[config.mk]
export PLATFORM = sky130hd
export DESIGN_NAME = websocket_frame_deframer_core
export DESIGN_NICKNAME = d
export VERILOG_FILES = /design/src/rtl/wsd_pkg.sv /design/src/rtl/wsd_front.sv /design/src/rtl/wsd_queue.sv /design/src/rtl/wsd_back.sv /design/src/rtl/websocket_frame_deframer_core.sv
export SDC_FILE = /design/constraint.sdc
export NUM_CORES = 1
export LEC_CHECK = 0
export BUFFER_PORTS_ARGS = -buffer_cell sky130_fd_sc_hd__clkbuf_2
export CORE_AREA = 2 2 256 258
export DETAILED_ROUTE_END_ITERATION = 10
export DIE_AREA = 0 0 258 260
export SYNTH_ARGS = -nofsm -noshare
export SYNTH_HDL_FRONTEND = slang
export SYNTH_SLANG_ARGS = --single-unit
[constraint.sdc]
create_clock -name aclk -period 11.53 [get_ports aclk]
set_input_delay 1.7295 -clock aclk [delete_from_list [all_inputs] [get_ports aclk]]
set_output_delay 1.7295 -clock aclk [all_outputs]
set_load 0.01 [all_outputs]
[src/rtl/wsd_pkg.sv]
// shared types and constants for the websocket frame deframer
`default_nettype none

package wsd_pkg;

    // parse phases
    localparam logic [2:0] PH_HDR0    = 3'd0;
    localparam logic [2:0] PH_HDR1    = 3'd1;
    localparam logic [2:0] PH_EXTLEN  = 3'd2;
    localparam logic [2:0] PH_MASK    = 3'd3;
    localparam logic [2:0] PH_PAYLOAD = 3'd4;
    localparam logic [2:0] PH_HALT    = 3'd5;

    // result kinds
    localparam logic [1:0] KIND_HEADER  = 2'd0;
    localparam logic [1:0] KIND_PAYLOAD = 2'd1;
    localparam logic [1:0] KIND_ERROR   = 2'd2;

    // fault codes
    localparam logic FAULT_RESERVED = 1'b0;
    localparam logic FAULT_LENGTH   = 1'b1;

    // header bit fields and length markers
    localparam logic [7:0] HDR_FIN_BIT   = 8'h80;
    localparam logic [7:0] HDR_RSV_BITS  = 8'h70;
    localparam logic [7:0] HDR_OPC_BITS  = 8'h0F;
    localparam logic [7:0] HDR_LEN7_BITS = 8'h7F;
    localparam logic [6:0] LEN_MARK_16   = 7'd126;
    localparam logic [6:0] LEN_MARK_64   = 7'd127;

    // byte counts of the variable header fields
    localparam logic [3:0] EXT16_BYTES = 4'd2;
    localparam logic [3:0] EXT64_BYTES = 4'd8;
    localparam logic [3:0] MASK_BYTES  = 4'd4;

    localparam logic [31:0] MAX_LEN_RESET = 32'h4000_0000;

    // packed width of the result tdata
    localparam int TDATA_W = 48;

    typedef struct packed {
        logic [1:0]  kind;
        logic        fin;
        logic [3:0]  opcode;
        logic        masked;
        logic [31:0] length;
        logic [7:0]  data;
        logic        last;
        logic        fault;
    } res_t;

endpackage

`default_nettype wire

[src/rtl/wsd_front.sv]
// header parser and payload unmasker, one byte per cycle while in_fire is asserted
`default_nettype none

module wsd_front (
    input  wire logic          aclk,
    input  wire logic          aresetn,
    input  wire logic          in_fire,
    input  wire logic [7:0]    in_byte,
    input  wire logic          cfg_we,
    input  wire logic [31:0]   cfg_wdata,
    output logic               push,
    output wsd_pkg::res_t      push_res
);

    logic [2:0]  phase_reg, phase_next;
    logic [3:0]  cnt_reg, cnt_next;
    logic [63:0] len_reg, len_next;
    logic [31:0] key_reg, key_next;
    logic [1:0]  idx_reg, idx_next;
    logic        fin_reg, fin_next;
    logic [3:0]  opc_reg, opc_next;
    logic        masked_reg, masked_next;
    logic [31:0] max_reg;

    logic [63:0] ext_len;
    logic [63:0] hdr_len;
    logic        len_over;
    logic        len_zero;
    logic [7:0]  key_byte;
    logic [6:0]  len7;
    logic        do_len_done;
    logic        do_finish;

    assign ext_len = {len_reg[55:0], in_byte};
    assign len7    = in_byte[6:0] & wsd_pkg::HDR_LEN7_BITS[6:0];

    // length that completes the header in this cycle
    always_comb begin
        case (phase_reg)
            wsd_pkg::PH_HDR1:   hdr_len = {57'd0, len7};
            wsd_pkg::PH_EXTLEN: hdr_len = ext_len;
            default:            hdr_len = len_reg;
        endcase
    end

    assign len_over = (hdr_len[63:32] != 32'd0) || (hdr_len[31:0] > max_reg);
    assign len_zero = (hdr_len == 64'd0);

    // first key byte sits in the top bits
    always_comb begin
        case (idx_reg)
            2'd0:    key_byte = key_reg[31:24];
            2'd1:    key_byte = key_reg[23:16];
            2'd2:    key_byte = key_reg[15:8];
            default: key_byte = key_reg[7:0];
        endcase
    end

    always_comb begin
        phase_next  = phase_reg;
        cnt_next    = cnt_reg;
        len_next    = len_reg;
        key_next    = key_reg;
        idx_next    = idx_reg;
        fin_next    = fin_reg;
        opc_next    = opc_reg;
        masked_next = masked_reg;
        do_len_done = 1'b0;
        do_finish   = 1'b0;
        push        = 1'b0;
        push_res    = '0;

        if (in_fire) begin
            case (phase_reg)
                wsd_pkg::PH_HDR0: begin
                    fin_next    = (in_byte & wsd_pkg::HDR_FIN_BIT) != 8'd0;
                    opc_next    = in_byte[3:0] & wsd_pkg::HDR_OPC_BITS[3:0];
                    masked_next = 1'b0;
                    if ((in_byte & wsd_pkg::HDR_RSV_BITS) != 8'd0) begin
                        phase_next     = wsd_pkg::PH_HALT;
                        push           = 1'b1;
                        push_res.kind  = wsd_pkg::KIND_ERROR;
                        push_res.last  = 1'b1;
                        push_res.fault = wsd_pkg::FAULT_RESERVED;
                    end else begin
                        phase_next = wsd_pkg::PH_HDR1;
                    end
                end
                wsd_pkg::PH_HDR1: begin
                    masked_next = (in_byte & wsd_pkg::HDR_FIN_BIT) != 8'd0;
                    if (len7 == wsd_pkg::LEN_MARK_16) begin
                        len_next   = 64'd0;
                        cnt_next   = wsd_pkg::EXT16_BYTES;
                        phase_next = wsd_pkg::PH_EXTLEN;
                    end else if (len7 == wsd_pkg::LEN_MARK_64) begin
                        len_next   = 64'd0;
                        cnt_next   = wsd_pkg::EXT64_BYTES;
                        phase_next = wsd_pkg::PH_EXTLEN;
                    end else begin
                        len_next    = hdr_len;
                        do_len_done = 1'b1;
                    end
                end
                wsd_pkg::PH_EXTLEN: begin
                    len_next = ext_len;
                    cnt_next = cnt_reg - 4'd1;
                    if (cnt_reg == 4'd1) begin
                        do_len_done = 1'b1;
                    end
                end
                wsd_pkg::PH_MASK: begin
                    key_next = {key_reg[23:0], in_byte};
                    cnt_next = cnt_reg - 4'd1;
                    if (cnt_reg == 4'd1) begin
                        do_finish = 1'b1;
                    end
                end
                wsd_pkg::PH_PAYLOAD: begin
                    idx_next      = idx_reg + 2'd1;
                    len_next      = len_reg - 64'd1;
                    push          = 1'b1;
                    push_res.kind = wsd_pkg::KIND_PAYLOAD;
                    push_res.data = masked_reg ? (in_byte ^ key_byte) : in_byte;
                    if (len_reg == 64'd1) begin
                        push_res.last = 1'b1;
                        phase_next    = wsd_pkg::PH_HDR0;
                    end
                end
                default: begin
                    phase_next = wsd_pkg::PH_HALT;
                end
            endcase

            // length complete: fetch the key or close the header
            if (do_len_done) begin
                key_next = 32'd0;
                if (masked_next) begin
                    cnt_next   = wsd_pkg::MASK_BYTES;
                    phase_next = wsd_pkg::PH_MASK;
                end else begin
                    do_finish = 1'b1;
                end
            end

            if (do_finish) begin
                push = 1'b1;
                if (len_over) begin
                    phase_next     = wsd_pkg::PH_HALT;
                    push_res.kind  = wsd_pkg::KIND_ERROR;
                    push_res.last  = 1'b1;
                    push_res.fault = wsd_pkg::FAULT_LENGTH;
                end else if (len_zero) begin
                    phase_next    = wsd_pkg::PH_HDR0;
                    push_res.kind = wsd_pkg::KIND_HEADER;
                    push_res.last = 1'b1;
                end else begin
                    idx_next        = 2'd0;
                    phase_next      = wsd_pkg::PH_PAYLOAD;
                    push_res.kind   = wsd_pkg::KIND_HEADER;
                    push_res.length = hdr_len[31:0];
                end
            end

            push_res.fin    = fin_next;
            push_res.opcode = opc_next;
            push_res.masked = masked_next;
        end
    end

    always_ff @(posedge aclk) begin
        if (!aresetn) begin
            phase_reg  <= wsd_pkg::PH_HDR0;
            cnt_reg    <= 4'd0;
            len_reg    <= 64'd0;
            key_reg    <= 32'd0;
            idx_reg    <= 2'd0;
            fin_reg    <= 1'b0;
            opc_reg    <= 4'd0;
            masked_reg <= 1'b0;
        end else begin
            phase_reg  <= phase_next;
            cnt_reg    <= cnt_next;
            len_reg    <= len_next;
            key_reg    <= key_next;
            idx_reg    <= idx_next;
            fin_reg    <= fin_next;
            opc_reg    <= opc_next;
            masked_reg <= masked_next;
        end
    end

    always_ff @(posedge aclk) begin
        if (!aresetn) begin
            max_reg <= wsd_pkg::MAX_LEN_RESET;
        end else if (cfg_we) begin
            max_reg <= cfg_wdata;
        end
    end

endmodule

`default_nettype wire

[src/rtl/wsd_queue.sv]
// short result queue between parser and output stage
`default_nettype none

module wsd_queue #(
    parameter int DEPTH = 4
) (
    input  wire logic            aclk,
    input  wire logic            aresetn,
    input  wire logic            push,
    input  wire wsd_pkg::res_t   push_res,
    input  wire logic            pop,
    output logic                 head_valid,
    output wsd_pkg::res_t        head_res,
    output logic                 full,
    output logic [$clog2(DEPTH+1)-1:0] count
);

    localparam int PTR_W = (DEPTH > 1) ? $clog2(DEPTH) : 1;
    localparam int CNT_W = $clog2(DEPTH+1);

    wsd_pkg::res_t slot_reg [DEPTH];

    logic [PTR_W-1:0] wr_ptr_reg, wr_ptr_next;
    logic [PTR_W-1:0] rd_ptr_reg, rd_ptr_next;
    logic [CNT_W-1:0] cnt_reg, cnt_next;

    assign head_valid = (cnt_reg != '0);
    assign head_res   = slot_reg[rd_ptr_reg];
    assign full       = (cnt_reg == CNT_W'(DEPTH));
    assign count      = cnt_reg;

    always_comb begin
        wr_ptr_next = wr_ptr_reg;
        rd_ptr_next = rd_ptr_reg;
        cnt_next    = cnt_reg;
        if (push) begin
            wr_ptr_next = (wr_ptr_reg == PTR_W'(DEPTH-1)) ? '0 : wr_ptr_reg + PTR_W'(1);
        end
        if (pop) begin
            rd_ptr_next = (rd_ptr_reg == PTR_W'(DEPTH-1)) ? '0 : rd_ptr_reg + PTR_W'(1);
        end
        if (push && !pop) begin
            cnt_next = cnt_reg + CNT_W'(1);
        end else if (pop && !push) begin
            cnt_next = cnt_reg - CNT_W'(1);
        end
    end

    always_ff @(posedge aclk) begin
        if (!aresetn) begin
            wr_ptr_reg <= '0;
            rd_ptr_reg <= '0;
            cnt_reg    <= '0;
        end else begin
            wr_ptr_reg <= wr_ptr_next;
            rd_ptr_reg <= rd_ptr_next;
            cnt_reg    <= cnt_next;
        end
    end

    always_ff @(posedge aclk) begin
        if (push) begin
            slot_reg[wr_ptr_reg] <= push_res;
        end
    end

endmodule

`default_nettype wire

[src/rtl/wsd_back.sv]
// output register stage that packs results onto the master stream
`default_nettype none

module wsd_back (
    input  wire logic                         aclk,
    input  wire logic                         aresetn,
    input  wire logic                         head_valid,
    input  wire wsd_pkg::res_t                head_res,
    output logic                              pop,
    output logic                              m_tvalid,
    input  wire logic                         m_tready,
    output logic [wsd_pkg::TDATA_W-1:0]       m_tdata,
    output logic                              m_tlast,
    output logic [1:0]                        m_tuser
);

    logic          valid_reg, valid_next;
    wsd_pkg::res_t res_reg;

    assign pop = head_valid && (!valid_reg || m_tready);

    always_comb begin
        valid_next = valid_reg;
        if (pop) begin
            valid_next = 1'b1;
        end else if (m_tready) begin
            valid_next = 1'b0;
        end
    end

    always_ff @(posedge aclk) begin
        if (!aresetn) begin
            valid_reg <= 1'b0;
        end else begin
            valid_reg <= valid_next;
        end
    end

    always_ff @(posedge aclk) begin
        if (pop) begin
            res_reg <= head_res;
        end
    end

    assign m_tvalid = valid_reg;
    assign m_tuser  = res_reg.kind;
    assign m_tlast  = res_reg.last;
    assign m_tdata  = {1'b0, res_reg.fault, res_reg.data, res_reg.length,
                       res_reg.masked, res_reg.opcode, res_reg.fin};

endmodule

`default_nettype wire

[src/rtl/websocket_frame_deframer_core.sv]
// websocket frame deframer top level: parser, result queue, output register
// path: a byte that yields a result is written to the result queue, then to the output register behind m_tvalid
// throughput: one byte per cycle; s_tready drops only while the result queue is full
// header, extension and key bytes are parsed in the registered front state update
// reset: aresetn synchronous active low; clears parser, queue and output valid,
// and restores the payload length limit to 2^30
`default_nettype none

module websocket_frame_deframer_core #(
    parameter int QUEUE_DEPTH = 4
) (
    input  wire logic                         aclk,
    input  wire logic                         aresetn,
    // input stream
    input  wire logic                         s_tvalid,
    output logic                              s_tready,
    input  wire logic [7:0]                   s_tdata,   // [7:0] stream_byte
    // result stream
    output logic                              m_tvalid,
    input  wire logic                         m_tready,
    // [0] final_fragment, [4:1] frame_opcode, [5] was_masked,
    // [37:6] payload_length, [45:38] payload_data, [46] fault_code, [47] zero
    output logic [wsd_pkg::TDATA_W-1:0]       m_tdata,
    output logic                              m_tlast,   // frame_last
    output logic [1:0]                        m_tuser,   // [1:0] result_kind
    // length limit register
    input  wire logic                         cfg_we,
    input  wire logic [31:0]                  cfg_wdata
);

    logic                               in_fire;
    logic                               push;
    wsd_pkg::res_t                      push_res;
    logic                               pop;
    logic                               head_valid;
    wsd_pkg::res_t                      head_res;
    logic                               q_full;
    logic [$clog2(QUEUE_DEPTH+1)-1:0]   q_count;

    // a word is taken whenever the queue has room, also while halted
    assign s_tready = !q_full;
    assign in_fire  = s_tvalid && s_tready;

    // front: parse and unmask, at most one result per byte
    wsd_front u_front (
        .aclk      (aclk),
        .aresetn   (aresetn),
        .in_fire   (in_fire),
        .in_byte   (s_tdata),
        .cfg_we    (cfg_we),
        .cfg_wdata (cfg_wdata),
        .push      (push),
        .push_res  (push_res)
    );

    // queue decouples parser from output backpressure
    wsd_queue #(
        .DEPTH (QUEUE_DEPTH)
    ) u_queue (
        .aclk       (aclk),
        .aresetn    (aresetn),
        .push       (push),
        .push_res   (push_res),
        .pop        (pop),
        .head_valid (head_valid),
        .head_res   (head_res),
        .full       (q_full),
        .count      (q_count)
    );

    // back: registered master side
    wsd_back u_back (
        .aclk       (aclk),
        .aresetn    (aresetn),
        .head_valid (head_valid),
        .head_res   (head_res),
        .pop        (pop),
        .m_tvalid   (m_tvalid),
        .m_tready   (m_tready),
        .m_tdata    (m_tdata),
        .m_tlast    (m_tlast),
        .m_tuser    (m_tuser)
    );

    // an error is the last word ever sent until reset
    a_error_final: assert property (@(posedge aclk) disable iff (!aresetn)
        (m_tvalid && m_tready && (m_tuser == wsd_pkg::KIND_ERROR)) |=> !m_tvalid)
        else $error("word sent after error");

    // error words close the frame and carry no length
    a_error_shape: assert property (@(posedge aclk) disable iff (!aresetn)
        (m_tvalid && (m_tuser == wsd_pkg::KIND_ERROR)) |->
        (m_tlast && (m_tdata[37:6] == 32'd0)))
        else $error("malformed error word");

    // queue occupancy stays within depth and push only with room
    a_queue_room: assert property (@(posedge aclk) disable iff (!aresetn)
        (q_count <= ($clog2(QUEUE_DEPTH+1))'(QUEUE_DEPTH)) && !(push && q_full))
        else $error("result queue overflow");

endmodule

`default_nettype wire
==> results_dict.tcl, run 1 <==
set metrics [dict create \
    drc_errors 0 \
    clockBufferDepth 3 \
    htreeDepth 2 \
    post-route-period-util_pct 48.0 \
    p_leak_nw 7.67 \
    seq_area_frac_synth_pct 55.2 \
    yosys_register_bits 401 \
    cts_setup_buffers 0 \
    synth_cell_types 77 \
    max_freq_ghz 0.181 \
    fin_skew_ps 46.6 \
    die_h_microns 260 \
    cts.root.buffer_cell "clkbuf_16" \
    post_synth_inst_count 1732 \
    post_cts_resized 0 \
    synth_warnings 0 \
    max-slew-margin-rel_pct 16.1 \
    finalHoldViolations 0 \
    instances_no_fill 2640 \
    rsz0062_at_grt "no" \
    clkTransAtPathRegs_ps 70 \
    wl_per_cell_microns 19.4 \
    ys.flop_type "edfxtp_1" \
    clock_latency_ps 580 \
    syn_area_sq_um 19100 \
    grt_max_degree 67 \
    required_ps 11800 \
    portBuffers 96 \
    critPathArrivalTime_ps 5810 \
    setup-tns-final_ps 0 \
    crit_path_start "u_front.phase_reg[0]" \
    irDropWorstVdd_mv 0.134 \
    dr.pass1.iters 6 \
    power.density_nw_per_um2 266 \
    dpl.cell_count 2561 \
    fp-row-count 93 \
    die-area_sq_um 67100 \
    cp-endpoint "u_queue.slot_reg[0][24]" \
    rr_endpoint "u_queue.slot_reg[0][24]" \
    reg2reg_slack_ps 5990 \
    reg2reg_from "u_front.phase_reg[0]" \
    setup_viol 0 \
    grt_pass1_wl_microns 79100 \
    status "completed" \
    cp-end-kind "flip-flop" \
    async_flop_share_pct 0 \
    nets 1842 \
    dp_slack_ps 6250 \
    antenna_found_initial 0 \
    path_class "reg2reg" \
    worst_slew_pin_slew_ps 1250 \
    ios 98 \
    gp_congestion 0.873 \
    initial_utilization_pct 29.7 \
    viasPerCell 5.32 \
    drive_above_1_share_pct 14.3 \
    fin_total_pwr_mw 5.76 \
    drt_wl_total_microns 51200 \
    fin_crit_ps 5540 \
    vias 14100 \
    area_growth_pct 13.4 \
    syn_nets 1824 \
    coreArea_sq_um 64100 \
    synth_edf_count 250 \
    reg2reg_depth 12 \
    worstPathMaxFanout 66 \
    syn_area_per_cell_sq_um 11.0 \
    die_x_microns 258 \
    numCtsBuffers 42 \
    slew_violations 0 \
    largest_register_ffs 200 \
    maxCapViolations 0 \
    startpoint_type "flip-flop" \
    cts_tree "built" \
    clock-sinks 401 \
    hold_path.class "reg2reg" \
    finalWorstSetupSlack_ps 5990 \
    grt_use_total_pct 14.8 \
    place_hpwl_microns 33500 \
    grt_pass1_vias 13600 \
    grt_overflow 0 \
    ctsHoldBuffers 0 \
    drtIter0Drc 1267 \
    antenna_left 0 \
]
-- layer usage --
layer	part of all wire [%]	track usage, %
met1	44	20.0
met2	47	24.2
met3	5.7	2.25
met4	3.4	5.44
met5	0	0
-- metrics by stage --
step	utilization [%]	cell area, sq um	hold slack [ps]
5_1_grt	33.7	21600	478
6_report	33.7	21600	450
2_1_floorplan	-	19100	431
3_5_place_dp	31.6	20300	445
4_1_cts	33.7	21600	452
3_3_place_gp	31.6	20300	438
-- synth_stat cells (18+ instances only) --
master	instances	area [sq um]
a21oi_1	122	611
mux2i_1	47	470
nand2_1	142	533
nor2_1	164	616
nand3_1	63	315
nand2b_1	23	144
nor2b_1	22	138
edfxtp_1	250	7510
a222oi_1	24	240
mux4_2	50	1130
nor3_1	48	240
a22oi_1	21	158
clkbuf_1	116	435
dfxtp_1	151	3020
ha_1	46	576
inv_1	60	225
nand4_1	23	144
nor4_1	18	113
and2_1	18	113
o21ai_0	53	265
-- power breakdown --
part / internal (mW) / switching (mW)
registers: 1.88 / 0.253
logic: 0.845 / 1.45
clock network: 0.751 / 0.582
-- worst min-delay path by stage --
stage                        startpoint                  end  slack, ps  cells past startpoint
floorplan           u_front.key_reg[24]  u_front.key_reg[24]        430                      2
global placement    u_front.key_reg[29]  u_front.key_reg[29]        440                      2
detailed placement  u_front.key_reg[24]  u_front.key_reg[24]        440                      2
CTS                 u_front.key_reg[26]  u_front.key_reg[26]        450                      2
global route        u_front.key_reg[26]  u_front.key_reg[26]        480                      2
finish              u_front.key_reg[31]  u_front.key_reg[31]        450                      2
-- worst max-delay path, cell delays in order (launching register included) --
cell and delay, ps:
dfxtp_1 300, buf_4 260, nor3b_2 1030, buf_4 730
a221oi_1 270, inv_1 120, ha_1 170, nand4_1 150
nor4_1 650, a21oi_1 150, o211ai_1 710, buf_4 450
nor2b_1 160
-- kinds of logic (layout without fill, tap and decap cells) --
kind of cell	count (synthesis)	after routing	synth area share (%)
AND/OR/NAND/NOR	603	603	15.6
flip-flops	401	401	55.2
AO/OA/AOI/OAI	362	362	12.7
buffers and inverters	203	255	4.10
multiplexers	98	98	8.43
adder cells (fa/ha/maj)	47	47	3.12
XOR/XNOR	17	17	0.781
other	1	2	0.0197
-- cells in the final DEF, fill, tap and decap left out, types with 14 or more instances in the layout --
cell type	instances
edfxtp_1	250
a221oi_1	14
a22oi_1	21
o21ai_0	53
nor3_1	45
ha_1	46
nand3_1	63
nand4_1	23
clkbuf_2	96
nor2_1	163
and2_1	14
inv_1	60
a222oi_1	24
mux4_2	50
nand2_1	142
mux2i_1	47
clkbuf_1	14
dfxtp_1	149
nor2b_1	22
clkbuf_16	42
a21oi_1	121
buf_4	20
nand2b_1	23
nor4_1	18
nand3b_1	15
-- area by class of cell --
type	instances	area (sq um)
fillers	6371	42500
flip-flops and latches	401	10500
multi-input cells	1128	7790
clock buffers	59	1140
well taps	855	1070
repair buffers	116	631
inverters	61	230
clock inverters	19	206
diodes	1	2.50
Power figures use the tool's default switching activity.
==> inputs of run 2 (changes only) <==
- clock period: 11.53 -> 5.5 ns (I/O delays scaled with it)
==> run 2 against run 1 <==
Sequential cell count unchanged. Die area unchanged. Combinational power increased by 110%. Critical path type unchanged. Critical path depth unchanged. Sequential share of layout area decreased by 0.48 points. Largest power group unchanged.
==> results_dict.tcl, run 2 (synthesis gave the netlist of run 1 again) <==
set metrics [dict create \
    status "completed" \
    layout.area.seq_sq_um 10500 \
    critPathArrivalTime_ps 4710 \
    final_cell_mix "250 x edfxtp_1, 163 x nor2_1, 149 x dfxtp_1" \
    worstHoldStart "u_front.key_reg[29]" \
    worstPathMaxFanout 19 \
    rr_endpoint "u_queue.slot_reg[3][1]" \
    cts_setup_buffers 0 \
    reg2reg_depth 12 \
    grt_pass1_wl_microns 79900 \
    clockBufferDepth 3 \
    rsz0062_at_grt "no" \
    clock-sinks 401 \
    antenna_left 0 \
    drtIter0Drc 1560 \
    dr.pass1.iters 6 \
    drt_wl_total_microns 51700 \
    htreeDepth 2 \
    largest_register_ffs 200 \
    post-route-period-util_pct 80.1 \
    dp_slack_ps 1140 \
    power.density_nw_per_um2 562 \
    grt_use_total_pct 15.1 \
    reg2reg_from "u_front.phase_reg[2]" \
    numCtsBuffers 41 \
    area_growth_pct 14.5 \
    portBuffers 96 \
    hold_path_depth 2 \
    finalWorstSetupSlack_ps 1100 \
    clkTransAtPathRegs_ps 60 \
    finalHoldViolations 0 \
    fin_skew_ps 13.3 \
    clock_latency_ps 580 \
    coreArea_sq_um 64100 \
    initial_utilization_pct 29.7 \
    path_class "reg2reg" \
    die_h_microns 260 \
    startpoint_type "flip-flop" \
    die-area_sq_um 67100 \
    reg2reg_slack_ps 1100 \
    antenna_found_initial 0 \
    irDropWorstVdd_mv 0.317 \
    multi_input_area_sq_um 7790 \
    required_ps 5800 \
    drive_above_1_share_pct 15.3 \
    setup_viol 0 \
    p_leak_nw 7.80 \
    fp-row-count 93 \
    cp-end-kind "flip-flop" \
    wl_per_cell_microns 19.5 \
    gp_congestion 0.888 \
    worst_slew_pin_slew_ps 1220 \
    layout_commonest_cell "edfxtp_1" \
    ctsHoldBuffers 0 \
    max-slew-margin-rel_pct 18.7 \
    grt_overflow 0 \
    cts.root.buffer_cell "clkbuf_16" \
    grt_pass1_vias 13700 \
    viasPerCell 5.36 \
    post_cts_resized 0 \
    drc_errors 0 \
    hold_path_end "u_front.key_reg[29]" \
    fill_cells 6291 \
    cts_tree "built" \
    slew_violations 0 \
    maxCapViolations 0 \
    fin_crit_ps 4400 \
    hold_path.class "reg2reg" \
    place_hpwl_microns 34000 \
    ios 98 \
    vias 14200 \
    die_x_microns 258 \
    grt_max_degree 59 \
    max_freq_ghz 0.227 \
    nets 1854 \
    setup-tns-final_ps 0 \
]
run 2: worst max-delay path by stage:
stage | slack, ps | end | start | cells past startpoint
5_1_grt | 680 | u_queue.slot_reg[1][1] | u_front.phase_reg[2] | 11
3_5_place_dp | 1140 | u_queue.slot_reg[3][1] | u_front.phase_reg[2] | 12
2_1_floorplan | 630 | u_queue.count[2] | m_tready | 9
4_1_cts | 1130 | u_queue.slot_reg[3][1] | u_front.phase_reg[2] | 12
6_report | 1100 | u_queue.slot_reg[3][1] | u_front.phase_reg[2] | 12
3_3_place_gp | 1240 | u_queue.slot_reg[0][35] | u_front.phase_reg[0] | 13
run 2: area by class of cell:
cell class / count / share of cell area (%)
inverters: 61 / 1.05
flip-flops and latches: 401 / 48.3
multi-input cells: 1128 / 35.7
diodes: 1 / 0.0115
well taps: 855 / 4.90
clock buffers: 53 / 5.14
repair buffers: 129 / 3.45
clock inverters: 23 / 1.47
run 2: where the power goes:
group	leakage (nW)	total, mW	switching (mW)	internal, mW
logic	3.48	4.87	3.07	1.80
clock network	0.700	2.96	1.21	1.75
registers	3.62	4.45	0.514	3.93
run 2: through the flow:
step | hold slack (ps) | cell area, sq um | total power, mW | instances | utilization (%)
after floorplan | 431 | 19100 | 7.79 | 1732 | -
after detailed placement | 446 | 20400 | 9.34 | 2574 | 31.8
final | 452 | 21800 | 12.3 | 2651 | 34.0
after global placement | 438 | 20400 | 9.26 | 2574 | 31.8
after CTS | 453 | 21800 | 12.3 | 2650 | 34.0
after global routing | 470 | 21800 | 13.0 | 2650 | 34.0
run 2: per-layer routing:
metal	GRT usage, %	part of all wire, %	vias to the layer above
met2	25.1	47	530
met3	2.61	6.4	106
met4	5.01	2.9	0
met1	20.0	44	7007
met5	0	0	-
li1	-	-	6563
run 2: critical path, stage by stage, from the launching register on:
cell and delay, ps:
dfxtp_1 490, buf_4 300, inv_1 320, nand2_1 330, a22o_1 300, ha_1 310
nand4_1 140, nor4_1 690, and2_1 260, a311oi_1 60, a211oi_1 520, and2_1 250
a31oi_1 130
==> inputs of run 3 (changes only) <==
- clock period: 5.5 -> 4.2 ns (I/O delays scaled with it)
==> run 3 against run 2 <==
Routed wire length is 0.53% higher. Register-to-register slack worse by 700 ps. Maximum frequency is 16% higher. Utilization is 0.17 points higher. Combinational power is 33% higher. Critical endpoint is now u_queue.slot_reg[2][1].
==> results_dict.tcl, run 3 (synthesis gave the netlist of run 1 again) <==
set metrics [dict create \
    power.density_nw_per_um2 731 \
    hold_path.class "in2reg" \
    cp_slowest_stage_delay_ps 530 \
    p_leak_nw 7.86 \
    coreArea_sq_um 64100 \
    portBuffers 96 \
    cts.root.buffer_cell "clkbuf_16" \
    max_freq_ghz 0.263 \
    post-route-period-util_pct 90.6 \
    crit_buf_inv 1 \
    numCtsBuffers 42 \
    antennaDiodeCount 0 \
    crit_path_cell_trace "a21o_1 > a221oi_1 > inv_1 > ha_1 > nand4_1 > nor4_2 > and2_1 > a311oi_1 > a211oi_1 > and2_1 > a31oi_1" \
    ios 98 \
    max-slew-margin-rel_pct 24.1 \
    grt_pass1_wl_microns 79900 \
    final_cell_mix "250 x edfxtp_1, 162 x nor2_1, 148 x dfxtp_1" \
    clkTransAtPathRegs_ps 60 \
    required_ps 4510 \
    fin_skew_ps 34.6 \
    viasPerCell 5.34 \
    drc_errors 0 \
    maxCapViolations 0 \
    cts_setup_buffers 0 \
    htreeDepth 2 \
    finalWorstSetupSlack_ps 396 \
    fp-row-count 93 \
    antenna_left 0 \
    grt_use_total_pct 15.1 \
    worstPathMaxFanout 20 \
    antenna_found_initial 0 \
    status "completed" \
    rsz0062_at_grt "no" \
    grt_overflow 0 \
    timing.critical_path.mode_cell "and2_1" \
    worst_slew_pin_slew_ps 1140 \
    dp_slack_ps 247 \
    crit_family "compound AO/OA/AOI/OAI gates" \
    die_x_microns 258 \
    die-area_sq_um 67100 \
    ctsHoldBuffers 0 \
    area_growth_pct 15.1 \
    drtIter0Drc 1417 \
    nets 1875 \
    cp-end-kind "flip-flop" \
    grt_pass1_vias 13900 \
    setup-tns-final_ps 0 \
    initial_utilization_pct 29.7 \
    critPathArrivalTime_ps 4110 \
    grt_max_degree 108 \
    die_h_microns 260 \
    layout_commonest_cell "edfxtp_1" \
    drive_above_1_share_pct 16.2 \
    slew_violations 0 \
    place_hpwl_microns 34600 \
    finalHoldViolations 0 \
    vias 14300 \
    cts_tree "built" \
    irDropWorstVdd_mv 0.342 \
    setup_viol 0 \
    dr.pass1.iters 8 \
    drt_wl_total_microns 51900 \
    path_class "reg2reg" \
    wl_per_cell_microns 19.4 \
    largest_register_ffs 200 \
    clock_latency_ps 590 \
    cp_slowest_cell "a221oi_1" \
    gp_congestion 0.946 \
    clockBufferDepth 3 \
    fin_crit_ps 3800 \
    clock-sinks 401 \
    startpoint_type "flip-flop" \
]
[run 3: per-stage QoR]
| step | utilization (%) | area [sq um] | hold slack [ps] | instances | total power, mW |
|---|---|---|---|---|---|
| finish | 34.2 | 21900 | 285 | 2672 | 16.0 |
| global route | 34.2 | 21900 | 303 | 2672 | 16.9 |
| CTS | 34.2 | 21900 | 259 | 2672 | 16.1 |
| detailed placement | 32.1 | 20600 | 448 | 2594 | 12.4 |
| global placement | 32.1 | 20600 | 439 | 2594 | 12.3 |
| floorplan | - | 19100 | 431 | 1732 | 10.2 |
[run 3: where the power goes]
group	total, mW	leakage [nW]	internal [mW]	switching, mW
Combinational	6.50	3.58	2.48	4.02
Sequential	5.88	3.62	5.15	0.727
Clock	3.66	0.656	2.08	1.59
[run 3: final cells by class]
type	instances	area (sq um)
inverters	61	230
well taps	855	1070
clock buffers	57	1160
fillers	6309	42200
multi-input cells	1128	7800
flip-flops and latches	401	10500
clock inverters	21	199
repair buffers	149	941
[run 3: path summary, 6_finish.rpt]
path                                           start                      to  slack, ps  cells after the start
worst min register to register   u_front.key_reg[30]     u_front.key_reg[30]        450                      2
worst min-delay path                    cfg_wdata[4]      u_front.max_reg[4]        280                      3
worst max-delay path            u_front.phase_reg[2]  u_queue.slot_reg[2][1]        400                     11
worst max register to register  u_front.phase_reg[2]  u_queue.slot_reg[2][1]        400                     11
[run 3: routing by layer]
layer / global-route usage [%] / wire [microns] / vias up
met5: 0 / 0 / -
met1: 19.8 / 22400 / 7008
li1: - / - / 6611
met3: 2.33 / 3100 / 111
met4: 5.52 / 1590 / 0
met2: 25.1 / 24900 / 536
[run 3: repair_timing]
action,in CTS,in global routing
hold endpoints to repair,0,0
setup endpoints to repair,0,57
gates resized for setup,0,3
[run 3: worst min-delay path: cells and delay by family]
family | cells | cell delay, ps
buf+inv | 1 | 70
simple gates | 1 | 70
mux | 1 | 60
